[src/rtl/core/dtpt_pkg.sv]
package dtpt_pkg;

    // Table geometry and value format.
    localparam int NUM_ENTRIES = 128;
    localparam int FRAC_BITS   = 16;
    localparam int IDX_W       = $clog2(NUM_ENTRIES);
    localparam int VAL_W       = FRAC_BITS + 1;
    localparam int CNT_W       = $clog2(NUM_ENTRIES + 1);
    localparam int IN_IDX_W    = 10;
    localparam int IN_VAL_W    = 18;

    // The pending scan looks at one aligned group of bits per cycle.
    localparam int GRP_SIZE = 8;
    localparam int NUM_GRP  = NUM_ENTRIES / GRP_SIZE;
    localparam int OFS_W    = $clog2(GRP_SIZE);
    localparam int GRP_W    = $clog2(NUM_GRP);
    localparam int STEP_W   = $clog2(NUM_GRP + 1);

    localparam logic [VAL_W-1:0] VAL_ONE = VAL_W'(1) << FRAC_BITS;

    typedef enum logic [2:0] {
        REQ_SET      = 3'd0,
        REQ_FORCE    = 3'd1,
        REQ_QUIET    = 3'd2,
        REQ_GET      = 3'd3,
        REQ_TAKE     = 3'd4,
        REQ_MARK_ALL = 3'd5
    } t_req_kind;

    typedef enum logic [1:0] {
        ST_IDLE,
        ST_SCAN,
        ST_EXEC
    } t_state;

    // Commands from the sequencer to the pending-bit tracker.
    typedef struct packed {
        logic             scan_start;
        logic             mark;
        logic             take;
        logic             mark_all;
        logic [IDX_W-1:0] idx;
    } t_pend_cmd;

    // Status from the pending-bit tracker.
    typedef struct packed {
        logic             busy;
        logic             hit;
        logic [IDX_W-1:0] hit_idx;
        logic [CNT_W-1:0] count;
        logic [CNT_W-1:0] count_next;
    } t_pend_stat;

endpackage

[src/rtl/core/dtpt_value_mem.sv]
module dtpt_value_mem
    import dtpt_pkg::*;
(
    input  logic             i_clk,
    input  logic             i_rst_n,
    input  logic             i_rd_en,
    input  logic [IDX_W-1:0] i_rd_addr,
    output logic [VAL_W-1:0] o_rd_data,
    input  logic             i_wr_en,
    input  logic [IDX_W-1:0] i_wr_addr,
    input  logic [VAL_W-1:0] i_wr_data
);

    logic [VAL_W-1:0]       mem [NUM_ENTRIES];
    logic [NUM_ENTRIES-1:0] r_written;
    logic [VAL_W-1:0]       r_rd_data;
    logic                   r_rd_written;

    always_ff @(posedge i_clk) begin
        if (i_wr_en) begin
            mem[i_wr_addr] <= i_wr_data;
        end
        if (i_rd_en) begin
            r_rd_data <= mem[i_rd_addr];
        end
    end

    // Entries never written since reset read as zero.
    always_ff @(posedge i_clk) begin
        if (!i_rst_n) begin
            r_written    <= '0;
            r_rd_written <= 1'b0;
        end else begin
            if (i_wr_en) begin
                r_written[i_wr_addr] <= 1'b1;
            end
            if (i_rd_en) begin
                r_rd_written <= r_written[i_rd_addr];
            end
        end
    end

    assign o_rd_data = r_rd_written ? r_rd_data : '0;

endmodule

[src/rtl/core/dtpt_pending.sv]
module dtpt_pending
    import dtpt_pkg::*;
(
    input  logic       i_clk,
    input  logic       i_rst_n,
    input  t_pend_cmd  i_cmd,
    output t_pend_stat o_stat
);

    logic [NUM_ENTRIES-1:0] r_bits;
    logic [CNT_W-1:0]       r_count;
    logic [CNT_W-1:0]       n_count;
    logic [IDX_W-1:0]       r_cursor;
    logic                   r_scan_on;
    logic [STEP_W-1:0]      r_step;
    logic                   r_hit;
    logic [IDX_W-1:0]       r_hit_idx;

    logic [GRP_W-1:0]    grp;
    logic [OFS_W-1:0]    ofs;
    logic [GRP_SIZE-1:0] grp_bits;
    logic [GRP_SIZE-1:0] low_mask;
    logic [GRP_SIZE-1:0] mask;
    logic [GRP_SIZE-1:0] masked;
    logic                grp_hit;
    logic [OFS_W-1:0]    grp_pos;

    // The first step looks at the cursor's group from the cursor up, the middle
    // steps at whole groups, and the last step at the cursor's group below it.
    always_comb begin
        ofs      = r_cursor[OFS_W-1:0];
        grp      = r_cursor[IDX_W-1:OFS_W] + r_step[GRP_W-1:0];
        grp_bits = r_bits[{grp, {OFS_W{1'b0}}} +: GRP_SIZE];
        low_mask = (GRP_SIZE'(1) << ofs) - GRP_SIZE'(1);
        if (r_step == '0) begin
            mask = ~low_mask;
        end else if (r_step == STEP_W'(NUM_GRP)) begin
            mask = low_mask;
        end else begin
            mask = '1;
        end
        masked  = grp_bits & mask;
        grp_hit = |masked;
        grp_pos = '0;
        for (int i = GRP_SIZE - 1; i >= 0; i--) begin
            if (masked[i]) begin
                grp_pos = OFS_W'(i);
            end
        end
    end

    always_comb begin
        n_count = r_count;
        if (i_cmd.mark_all) begin
            n_count = CNT_W'(NUM_ENTRIES);
        end else if (i_cmd.mark && !r_bits[i_cmd.idx]) begin
            n_count = r_count + CNT_W'(1);
        end else if (i_cmd.take) begin
            n_count = r_hit ? r_count - CNT_W'(1) : '0;
        end
    end

    always_ff @(posedge i_clk) begin
        if (!i_rst_n) begin
            r_bits    <= '0;
            r_count   <= '0;
            r_cursor  <= '0;
            r_scan_on <= 1'b0;
            r_step    <= '0;
            r_hit     <= 1'b0;
            r_hit_idx <= '0;
        end else begin
            r_count <= n_count;
            if (i_cmd.mark_all) begin
                r_bits <= '1;
            end else if (i_cmd.mark) begin
                r_bits[i_cmd.idx] <= 1'b1;
            end else if (i_cmd.take && r_hit) begin
                r_bits[r_hit_idx] <= 1'b0;
                r_cursor <= (r_hit_idx == IDX_W'(NUM_ENTRIES - 1)) ?
                            '0 : r_hit_idx + IDX_W'(1);
            end
            if (i_cmd.take) begin
                r_hit <= 1'b0;
            end
            if (i_cmd.scan_start) begin
                r_scan_on <= 1'b1;
                r_step    <= '0;
                r_hit     <= 1'b0;
            end else if (r_scan_on) begin
                if (grp_hit) begin
                    r_scan_on <= 1'b0;
                    r_hit     <= 1'b1;
                    r_hit_idx <= {grp, grp_pos};
                end else if (r_step == STEP_W'(NUM_GRP)) begin
                    r_scan_on <= 1'b0;
                end else begin
                    r_step <= r_step + STEP_W'(1);
                end
            end
        end
    end

    assign o_stat.busy       = r_scan_on;
    assign o_stat.hit        = r_hit;
    assign o_stat.hit_idx    = r_hit_idx;
    assign o_stat.count      = r_count;
    assign o_stat.count_next = n_count;

`ifndef SYNTHESIS
    a_count_matches_bits: assert property (@(posedge i_clk) disable iff (!i_rst_n)
        $countones(r_bits) == int'(r_count))
        else $error("pending count out of step with pending bits");

    a_no_restart_while_busy: assert property (@(posedge i_clk) disable iff (!i_rst_n)
        r_scan_on |-> !i_cmd.scan_start)
        else $error("scan restarted while a scan is running");

    a_hit_is_pending: assert property (@(posedge i_clk) disable iff (!i_rst_n)
        (r_hit && !r_scan_on) |-> r_bits[r_hit_idx])
        else $error("scan reported an entry that is not pending");
`endif

endmodule

[src/rtl/core/dirty_tracked_param_table.sv]
// An accepted request moves to the execute state, after a scan state for a take with
// entries pending (eight bits per step); its result is then registered at the output.
// Only one request is in flight: the next is accepted only once the last result has
// been committed to the output register, so an output stall also holds the input.
// Reset (i_rst_n, synchronous, active low) empties the table:
// all values read as zero, no entry pending, count and cursor zero.
module dirty_tracked_param_table
    import dtpt_pkg::*;
(
    input  logic        i_clk,
    input  logic        i_rst_n,
    input  logic        s_axis_tvalid,
    output logic        s_axis_tready,
    // tdata, lowest bit first: param_index[9:0], new_value[27:10], zero pad[31:28]
    input  logic [31:0] s_axis_tdata,
    // tuser, lowest bit first: req_type[2:0], value_invalid[3]
    input  logic [3:0]  s_axis_tuser,
    output logic        m_axis_tvalid,
    input  logic        m_axis_tready,
    // tdata, lowest bit first: done_ok[0], read_value[17:1], taken_index[24:18],
    // none_pending[25], pending_count[33:26], zero pad[39:34]
    output logic [39:0] m_axis_tdata
);

    t_state r_state;
    t_state n_state;

    // The request being served, captured when it is accepted.
    t_req_kind        r_kind;
    logic [IDX_W-1:0] r_idx;
    logic             r_in_range;
    logic             r_invalid;
    logic [VAL_W-1:0] r_value;

    // Output register: the next request can be accepted while a result waits here.
    logic        r_out_valid;
    logic [39:0] r_out_data;

    logic                   accept;
    logic                   out_free;
    logic                   commit;
    t_req_kind              in_kind;
    logic [IN_IDX_W-1:0]    in_idx;
    logic [IN_VAL_W-1:0]    in_val;
    logic [VAL_W-1:0]       in_clamped;
    logic                   take_scan;
    logic [VAL_W-1:0]       rd_data;
    logic                   is_set;
    logic                   do_write;
    t_pend_cmd              pend_cmd;
    t_pend_stat             pend_stat;
    logic                   res_ok;
    logic [VAL_W-1:0]       res_read;
    logic [IDX_W-1:0]       res_taken;
    logic                   res_none;

    assign in_kind  = t_req_kind'(s_axis_tuser[2:0]);
    assign in_idx   = s_axis_tdata[IN_IDX_W-1:0];
    assign in_val   = s_axis_tdata[IN_IDX_W +: IN_VAL_W];
    assign accept   = s_axis_tvalid && s_axis_tready;
    assign out_free = !r_out_valid || m_axis_tready;

    // Clamp the signed input to 0..1.0 before it is compared and stored.
    always_comb begin
        if (in_val[IN_VAL_W-1]) begin
            in_clamped = '0;
        end else if (in_val[IN_VAL_W-2:0] > VAL_ONE) begin
            in_clamped = VAL_ONE;
        end else begin
            in_clamped = in_val[VAL_W-1:0];
        end
    end

    // A take only scans when the count says something is pending.
    assign take_scan = (in_kind == REQ_TAKE) && (pend_stat.count != '0);

    // Next-state logic.
    always_comb begin
        n_state = r_state;
        unique case (r_state)
            ST_IDLE: begin
                if (accept) begin
                    n_state = take_scan ? ST_SCAN : ST_EXEC;
                end
            end
            ST_SCAN: begin
                if (!pend_stat.busy) begin
                    n_state = ST_EXEC;
                end
            end
            ST_EXEC: begin
                if (out_free) begin
                    n_state = ST_IDLE;
                end
            end
            default: n_state = ST_IDLE;
        endcase
    end

    // State-machine outputs.
    always_comb begin
        s_axis_tready = 1'b0;
        commit        = 1'b0;
        unique case (r_state)
            ST_IDLE: s_axis_tready = 1'b1;
            ST_SCAN: ;
            ST_EXEC: commit = out_free;
            default: ;
        endcase
    end

    always_ff @(posedge i_clk) begin
        if (!i_rst_n) begin
            r_state <= ST_IDLE;
        end else begin
            r_state <= n_state;
        end
    end

    always_ff @(posedge i_clk) begin
        if (accept) begin
            r_kind     <= in_kind;
            r_idx      <= in_idx[IDX_W-1:0];
            r_in_range <= (in_idx < IN_IDX_W'(NUM_ENTRIES));
            r_invalid  <= s_axis_tuser[3];
            r_value    <= in_clamped;
        end
    end

    // The entry is read on acceptance; its data is ready in the execute cycle,
    // where it is compared and, for a set, written back. Only one request is in
    // flight, so a read never meets a pending write to the same entry.
    dtpt_value_mem u_mem (
        .i_clk     (i_clk),
        .i_rst_n   (i_rst_n),
        .i_rd_en   (accept),
        .i_rd_addr (in_idx[IDX_W-1:0]),
        .o_rd_data (rd_data),
        .i_wr_en   (commit && do_write),
        .i_wr_addr (r_idx),
        .i_wr_data (r_value)
    );

    // A valid in-range set writes: plain or quiet only on a change, forced always.
    always_comb begin
        is_set = 1'b0;
        case (r_kind)
            REQ_SET, REQ_FORCE, REQ_QUIET: is_set = 1'b1;
            default: is_set = 1'b0;
        endcase
        do_write = is_set && r_in_range && !r_invalid &&
                   ((r_kind == REQ_FORCE) || (rd_data != r_value));
    end

    always_comb begin
        pend_cmd.scan_start = accept && take_scan;
        pend_cmd.mark       = commit && do_write && (r_kind != REQ_QUIET);
        pend_cmd.take       = commit && (r_kind == REQ_TAKE);
        pend_cmd.mark_all   = commit && (r_kind == REQ_MARK_ALL);
        pend_cmd.idx        = r_idx;
    end

    dtpt_pending u_pending (
        .i_clk   (i_clk),
        .i_rst_n (i_rst_n),
        .i_cmd   (pend_cmd),
        .o_stat  (pend_stat)
    );

    // Result fields; unused request kinds carry only the pending count.
    always_comb begin
        res_ok    = 1'b0;
        res_read  = '0;
        res_taken = '0;
        res_none  = 1'b0;
        case (r_kind)
            REQ_SET, REQ_FORCE, REQ_QUIET: begin
                res_ok = do_write;
            end
            REQ_GET: begin
                res_read = r_in_range ? rd_data : '0;
            end
            REQ_TAKE: begin
                res_ok    = pend_stat.hit;
                res_none  = !pend_stat.hit;
                res_taken = pend_stat.hit ? pend_stat.hit_idx : '0;
            end
            default: ;
        endcase
    end

    always_ff @(posedge i_clk) begin
        if (!i_rst_n) begin
            r_out_valid <= 1'b0;
        end else if (commit) begin
            r_out_valid <= 1'b1;
        end else if (m_axis_tready) begin
            r_out_valid <= 1'b0;
        end
    end

    always_ff @(posedge i_clk) begin
        if (commit) begin
            r_out_data <= {6'b0, pend_stat.count_next, res_none, res_taken,
                           res_read, res_ok};
        end
    end

    assign m_axis_tvalid = r_out_valid;
    assign m_axis_tdata  = r_out_data;

`ifndef SYNTHESIS
    a_accept_leaves_idle: assert property (@(posedge i_clk) disable iff (!i_rst_n)
        accept |=> (r_state != ST_IDLE))
        else $error("accepted request did not start execution");

    a_write_only_on_commit: assert property (@(posedge i_clk) disable iff (!i_rst_n)
        (commit && do_write) |-> (r_in_range && !r_invalid && is_set))
        else $error("table written by a request that must not write");

    a_exec_holds_on_stall: assert property (@(posedge i_clk) disable iff (!i_rst_n)
        (r_state == ST_EXEC && r_out_valid && !m_axis_tready) |=>
        (r_state == ST_EXEC && $stable(r_out_data)))
        else $error("result committed over a waiting result");
`endif

endmodule

[config.mk]
export PLATFORM = sky130hd
export DESIGN_NAME = dirty_tracked_param_table
export DESIGN_NICKNAME = d
export VERILOG_FILES = /design/src/rtl/core/dtpt_pkg.sv /design/src/rtl/core/dtpt_value_mem.sv /design/src/rtl/core/dtpt_pending.sv /design/src/rtl/core/dirty_tracked_param_table.sv
export SDC_FILE = /design/constraint.sdc
export NUM_CORES = 2
export LEC_CHECK = 0
export BUFFER_PORTS_ARGS = -buffer_cell sky130_fd_sc_hd__buf_2
export CAP_MARGIN = 15
export CORE_UTILIZATION = 40
export DETAILED_ROUTE_END_ITERATION = 7
export PLACE_DENSITY = 0.53
export SYNTH_ARGS = -nofsm -noshare
export SYNTH_HDL_FRONTEND = slang
export SYNTH_SLANG_ARGS = --single-unit
[constraint.sdc]
create_clock -name i_clk -period 5.3 [get_ports i_clk]
set_input_delay 1.06 -clock i_clk [delete_from_list [all_inputs] [get_ports i_clk]]
set_output_delay 1.06 -clock i_clk [all_outputs]
set_load 0.1 [all_outputs]
== Word level (Yosys, flattened, before mapping) ==
Memory sizes are Yosys's and may differ from the RTL's. A register that Yosys moved wholly into a read port is not among the register bits.
Index checks and enable logic that the tools add are counted.
Widths: inputs -> output; s select.
Word-level totals
  logic and storage cells: 148
  RAM bits: 2176
  output and inout bits: 42
  register bits after elaboration: 352
  memories: 1
  input bits: 40
Operators by class
  bitwise logic cells: 12
  reduce and logical (&&, ||, !) cells: 36
  add/sub/neg operators: 6
  shift operators: 2
  $lt $le $gt $ge: 7
  equal/unequal tests: 15
  multiplexer cells: 48
Memories
  u_mem.mem: depth 128, width 17, read ports 1, clocked after Yosys merged registers in 1, wr ports 1, RTL line dtpt_value_mem.sv:14  | logic [VAL_W-1:0] mem [NUM_ENTRIES];
Operator list (count)
  $mux 128: 3
  $or 128x128->128: 2
  $and 128x128->128: 1
  $not 128->128: 1
  $shiftx 128x8->8: 1
  $mux 8: 6
  $mux 17: 2
  $lt 7x8->1 const B: 3
  $mux 3: 8
  $mux 1: 18
  $gt 17x17->1 const B: 1
  $ne 17x17->1: 1
  $bmux 1 s7: 2
  $demux 1 s7: 2
  $ge 7x1->1 const B: 2
  $logic_and 1x1->1: 14
  $reduce_and 3->1: 4
  $lt 10x8->1 const B: 1
  $eq 3x3->1 const B: 3
  $add 8x1->8 const B: 1
  $and 8x8->8: 1
  $mux 2: 4
  $not 8->8: 1
  $reduce_bool 8->1: 1
  other kinds (29): 43

== Logic depth before layout (Yosys ltp) ==
  word-level depth: 13
  mapped depth: 15
  gate-level depth less buffers: 12

== Modules after synthesis ==
A second synthesis with hierarchy kept.
Unflattened totals
  cell total of the unflattened synthesis: 5017
  area, all modules: 100488.9 sq um
Modules (own cells, without submodules)
  dtpt_value_mem: cells each 3728, instances 1, seq. area each 68435.6 sq um, area an instance 88228.4 sq um
  dtpt_pending: cells each 1106, instances 1, seq. area each 3143.0 sq um, area an instance 9554.2 sq um
  dirty_tracked_param_table: cells each 183, instances 1, seq. area each 1951.9 sq um, area an instance 2706.3 sq um

== Worst setup path after synthesis ==
No wires, ideal clock.
  kind: reg-to-reg
  from: reg r_value[9]
  to: mem u_mem.mem[104][0] (netlist bit), enable pin
  setup time: 392 ps
  path buffers: 1
  stages on the path, launching flop included: 10
  data required time: 4908 ps
  clock period less this slack: 4491 ps
  arrival: 4099 ps
  setup slack: 809 ps
  cell sequence: edfxtp_1 > nor2_1 > o2bb2ai_1 > a41oi_1 > nor4_2 > a21bo_2 > nor2_1 > nand2_1 > clkbuf_1 > nor2_1
On the way
  cells in the longest elaborated chain, start to end: 6
Ends and longest elaborated chain
  start: declaration: RTL line dirty_tracked_param_table.sv:33  | logic [VAL_W-1:0] r_value;
  start signal: assignment: RTL line dirty_tracked_param_table.sv:126  | r_value <= in_clamped;
  $ne 17x17->1: RTL line dirty_tracked_param_table.sv:152  | ((r_kind == REQ_FORCE) || (rd_data != r_value));
  $logic_or 1x1->1: RTL line dirty_tracked_param_table.sv:152
  $logic_and 1x1->1: RTL line dirty_tracked_param_table.sv:151  | do_write = is_set && r_in_range && !r_invalid &&
  $logic_and 1x1->1: RTL line dirty_tracked_param_table.sv:139  | .i_wr_en (commit && do_write),
  $mux 1: RTL line dtpt_value_mem.sv:20  | if (i_wr_en) begin
  $mux 1 (not written as such): RTL line dtpt_value_mem.sv:21  | mem[i_wr_addr] <= i_wr_data;
  end: declaration: RTL line dtpt_value_mem.sv:14
Every way passes these cells.

== Worst setup path after layout ==
  from: reg u_mem.r_rd_written
  to: mem u_mem.mem[62][6] (netlist bit), enable pin
On the way
  cells in the longest elaborated chain, start to end: 7
Ends and longest elaborated chain
  start: declaration: RTL line dtpt_value_mem.sv:17  | logic r_rd_written;
  start signal: assignment: RTL line dtpt_value_mem.sv:38  | r_rd_written <= r_written[i_rd_addr];
  $mux 17: RTL line dtpt_value_mem.sv:43  | assign o_rd_data = r_rd_written ? r_rd_data : '0;
  $ne 17x17->1: RTL line dirty_tracked_param_table.sv:152
  $logic_or 1x1->1: RTL line dirty_tracked_param_table.sv:152
  $logic_and 1x1->1: RTL line dirty_tracked_param_table.sv:151
  $logic_and 1x1->1: RTL line dirty_tracked_param_table.sv:139
  $mux 1: RTL line dtpt_value_mem.sv:20
  $mux 1 (not written as such): RTL line dtpt_value_mem.sv:21
Every way passes these cells.

==> results_dict.tcl <==
set metrics [dict create \
    syn_area_per_cell_um2 20.6 \
    clk_latency_ns 0.92 \
    critPathMaxStageDelay_ns 0.74 \
    finalInstanceArea_um2 116000 \
    postRouteAntennaNets 0 \
    fmax_mhz 219 \
    min_period_over_period 0.861 \
    hold_buffers 0 \
    max_slew_margin 0.133 \
    core_area_um2 251000 \
    final_util 0.462 \
    core.rowCount 184 \
    crit_end "u_mem.mem[62][6]" \
    drt_pre_antenna_iters 6 \
    cp-start-kind "register" \
    clkPwrFrac 0.431 \
    syn_inst 4905 \
    timing.hold.ws_ns 0.369 \
    power.share.sequential 0.516 \
    syn_area_um2 101000 \
    yosysWarnings 0 \
    switching_share 0.217 \
    ctsHtreeMaxLevel 5 \
    io-pin-count 82 \
    rsz0062_at_grt "no" \
    cp_data_required_time_ns 5.81 \
    vias_per_cell 5.90 \
    wl_per_cell_um 31.9 \
    mostFrequentLayoutCells "2256 x edfxtp_1, 802 x mux4_2, 296 x clkbuf_16" \
    arrival_ns 5.08 \
    fp.dieW_um 505 \
    fillCellCount 21100 \
    worstHoldPathType "input pin to register" \
    ys_async_sr_fraction 0 \
    drc 0 \
    r2r-end "u_mem.mem[62][6]" \
    status "finished clean" \
    slew_violations 0 \
    cp_cell_sequence "o21ai_0 -> o2bb2ai_1 -> a41oi_1 -> nor4_2 -> a21bo_2 -> nor2_1 -> nand2_2 -> buf_4 -> nor2_4" \
    irDropWorstVdd_mv 0.385 \
    final_common_cell "edfxtp_1" \
    cp_max_fo 18 \
    placed_area_um2 108000 \
    grt_pass1_wl_um 398000 \
    nNetsFinal 5300 \
    wl_um 281000 \
    leakage_nw 36.8 \
    routed.top_layer "met5" \
    worstMarginPinSlew_ns 1.29 \
    r2r_start "u_mem.r_rd_written" \
    drv_cap 0 \
    dpl.hpwl_um 168000 \
    endpoint_kind "register" \
    initial_utilization 0.402 \
    setup_tns_ns 0 \
    drive_gt1_frac 0.342 \
    cp_num_cells 9 \
    cts.sinks 2545 \
    grt_start_max_net_pins 129 \
    port-buffer-count 71 \
    ff2ff_path_depth 9 \
    p_comb_frac 0.053 \
    synth_seq_cells 2545 \
    hold_depth 1 \
    area_delta_synth_final_pct 15.0 \
    p_int_mw 33.5 \
    met3_length_um 15700 \
    crit_start "u_mem.r_rd_written" \
    crit_buf_inv 1 \
    reg2reg_slack_ns 0.74 \
    clk_pin_slew_worst_paths_ns 0.06 \
    grtUsageTotal 0.219 \
    setup_violations 0 \
    cts_root_buf "clkbuf_16" \
    cts_buffer_depth 4 \
    gp_congestion 0.850 \
    cts_setup_buffers 0 \
    die_h_um 505 \
    cts_tree "done" \
    seq_area_frac_synth 0.728 \
    routedLengthMet1_um 123000 \
    dr_wl_met2_um 134000 \
    synth_edf_count 2256 \
    fin_crit_ns 4.56 \
    fin_skew_ns 0.0709 \
    path_class "register to register" \
    synth.distinct_cells 84 \
    crit_family "simple AND/OR/NAND/NOR gates" \
    vias 52000 \
    hold_viol 0 \
    first_global_vias 52000 \
    p_switching_mw 9.28 \
    power.density_nw_per_um2 368 \
    dieArea_um2 255000 \
    drtIter0Drc 5676 \
    synth_flop_cell "edfxtp_1" \
    cpMaxStageDelayCell "dfxtp_1" \
    cts_inserted_buffers 287 \
    overflow 0 \
    antenna_found_initial 20 \
    cts_resized 0 \
]
-- cell families (layout without fill, tap and decap cells) --
logic type	Yosys count	in the layout	synth area share
adders and majority gates	11	11	0.00144
AOI/OAI and AO/OA	650	650	0.0468
DFF	2545	2545	0.728
other	1	15	0.0000371
and+or+nand+nor	467	467	0.0226
xor gates and xnor gates	23	23	0.00199
muxes	861	861	0.185
buffers and inverters	347	887	0.0137
-- worst register-to-register path, delay by kind of cell, from the launching register on --
| family | cells | cell delay, ns |
|---|---|---|
| buffers and inverters | 1 | 0.46 |
| flip-flops | 1 | 0.74 |
| AO/OA/AOI/OAI | 4 | 1.07 |
| AND/OR/NAND/NOR | 4 | 1.88 |
-- how the worst min path moves through the flow --
| stage | from | end | slack, ns |
|---|---|---|---|
| finish | s_axis_tuser[0] | r_kind[0] | 0.37 |
| global route | s_axis_tuser[0] | r_kind[0] | 0.33 |
| CTS | s_axis_tuser[0] | r_kind[0] | 0.30 |
| detailed placement | u_mem.r_written[70] | u_mem.r_written[70] | 0.45 |
| global placement | u_mem.r_written[3] | u_mem.r_written[3] | 0.44 |
| floorplan | u_mem.r_written[102] | u_mem.r_written[102] | 0.44 |
-- power by group through the flow --
stage	combinational (mW)	clock, mW	sequential, mW
4_1_cts	2.31	18.8	22.0
2_1_floorplan	1.19	0	22.7
6_report	2.28	18.4	22.0
5_1_grt	2.39	19.5	22.0
3_5_place_dp	2.31	0	22.5
3_3_place_gp	2.27	0	22.5
-- per-layer routing --
| metal | track usage | vias to the layer above |
|---|---|---|
| met5 | 0 | - |
| met3 | 0.0319 | 417 |
| met2 | 0.350 | 1765 |
| met1 | 0.316 | 28300 |
| met4 | 0.0577 | 2 |
| li1 | - | 21400 |
-- through the flow --
stage / worst slack [ns] / power [mW] / std cells
floorplan: 0.809 / 23.8 / 4910
global placement: 0.789 / 24.7 / 8305
detailed placement: 0.733 / 24.8 / 8307
CTS: 0.810 / 43.1 / 8797
global route: 0.711 / 43.9 / 8799
finish: 0.738 / 42.7 / 8807
-- cell usage after synthesis (33+ instances only) --
master / count / area [µm²]
nand2_1: 66 / 248
a21oi_1: 267 / 1340
dfxtp_1: 289 / 5790
buf_1: 70 / 263
o21a_1: 135 / 1010
mux2_2: 38 / 428
edfxtp_1: 2256 / 67700
nor2_1: 202 / 758
and2_1: 37 / 231
mux4_2: 802 / 18100
nor3_1: 33 / 165
o221a_2: 115 / 1290
clkbuf_1: 215 / 807
-- state kept, by name, summed over array words and instances (netlist names), 2 cells and up --
register             cells
u_mem.mem             2176
u_mem.r_written        128
u_pending.r_bits       128
m_axis_tdata            34
r_value                 17
u_mem.r_rd_data         17
u_pending.r_count        8
r_idx                    7
u_pending.r_cursor       7
u_pending.r_hit_idx      7
u_pending.r_step         5
r_kind                   3
r_state                  2
-- area by class of cell --
| type | count | area [µm²] | area share |
|---|---|---|---|
| Sequential cell | 2545 | 73500 | 0.633 |
| Multi-Input combinational cell | 2018 | 26700 | 0.230 |
| Clock buffer | 385 | 7910 | 0.0681 |
| Tap cell | 3348 | 4190 | 0.0361 |
| Timing Repair Buffer | 368 | 3060 | 0.0264 |
| Clock inverter | 105 | 638 | 0.00550 |
| Inverter | 29 | 109 | 0.000937 |
| Antenna cell | 9 | 22.5 | 0.000194 |
Power figures use the tool's default switching activity.
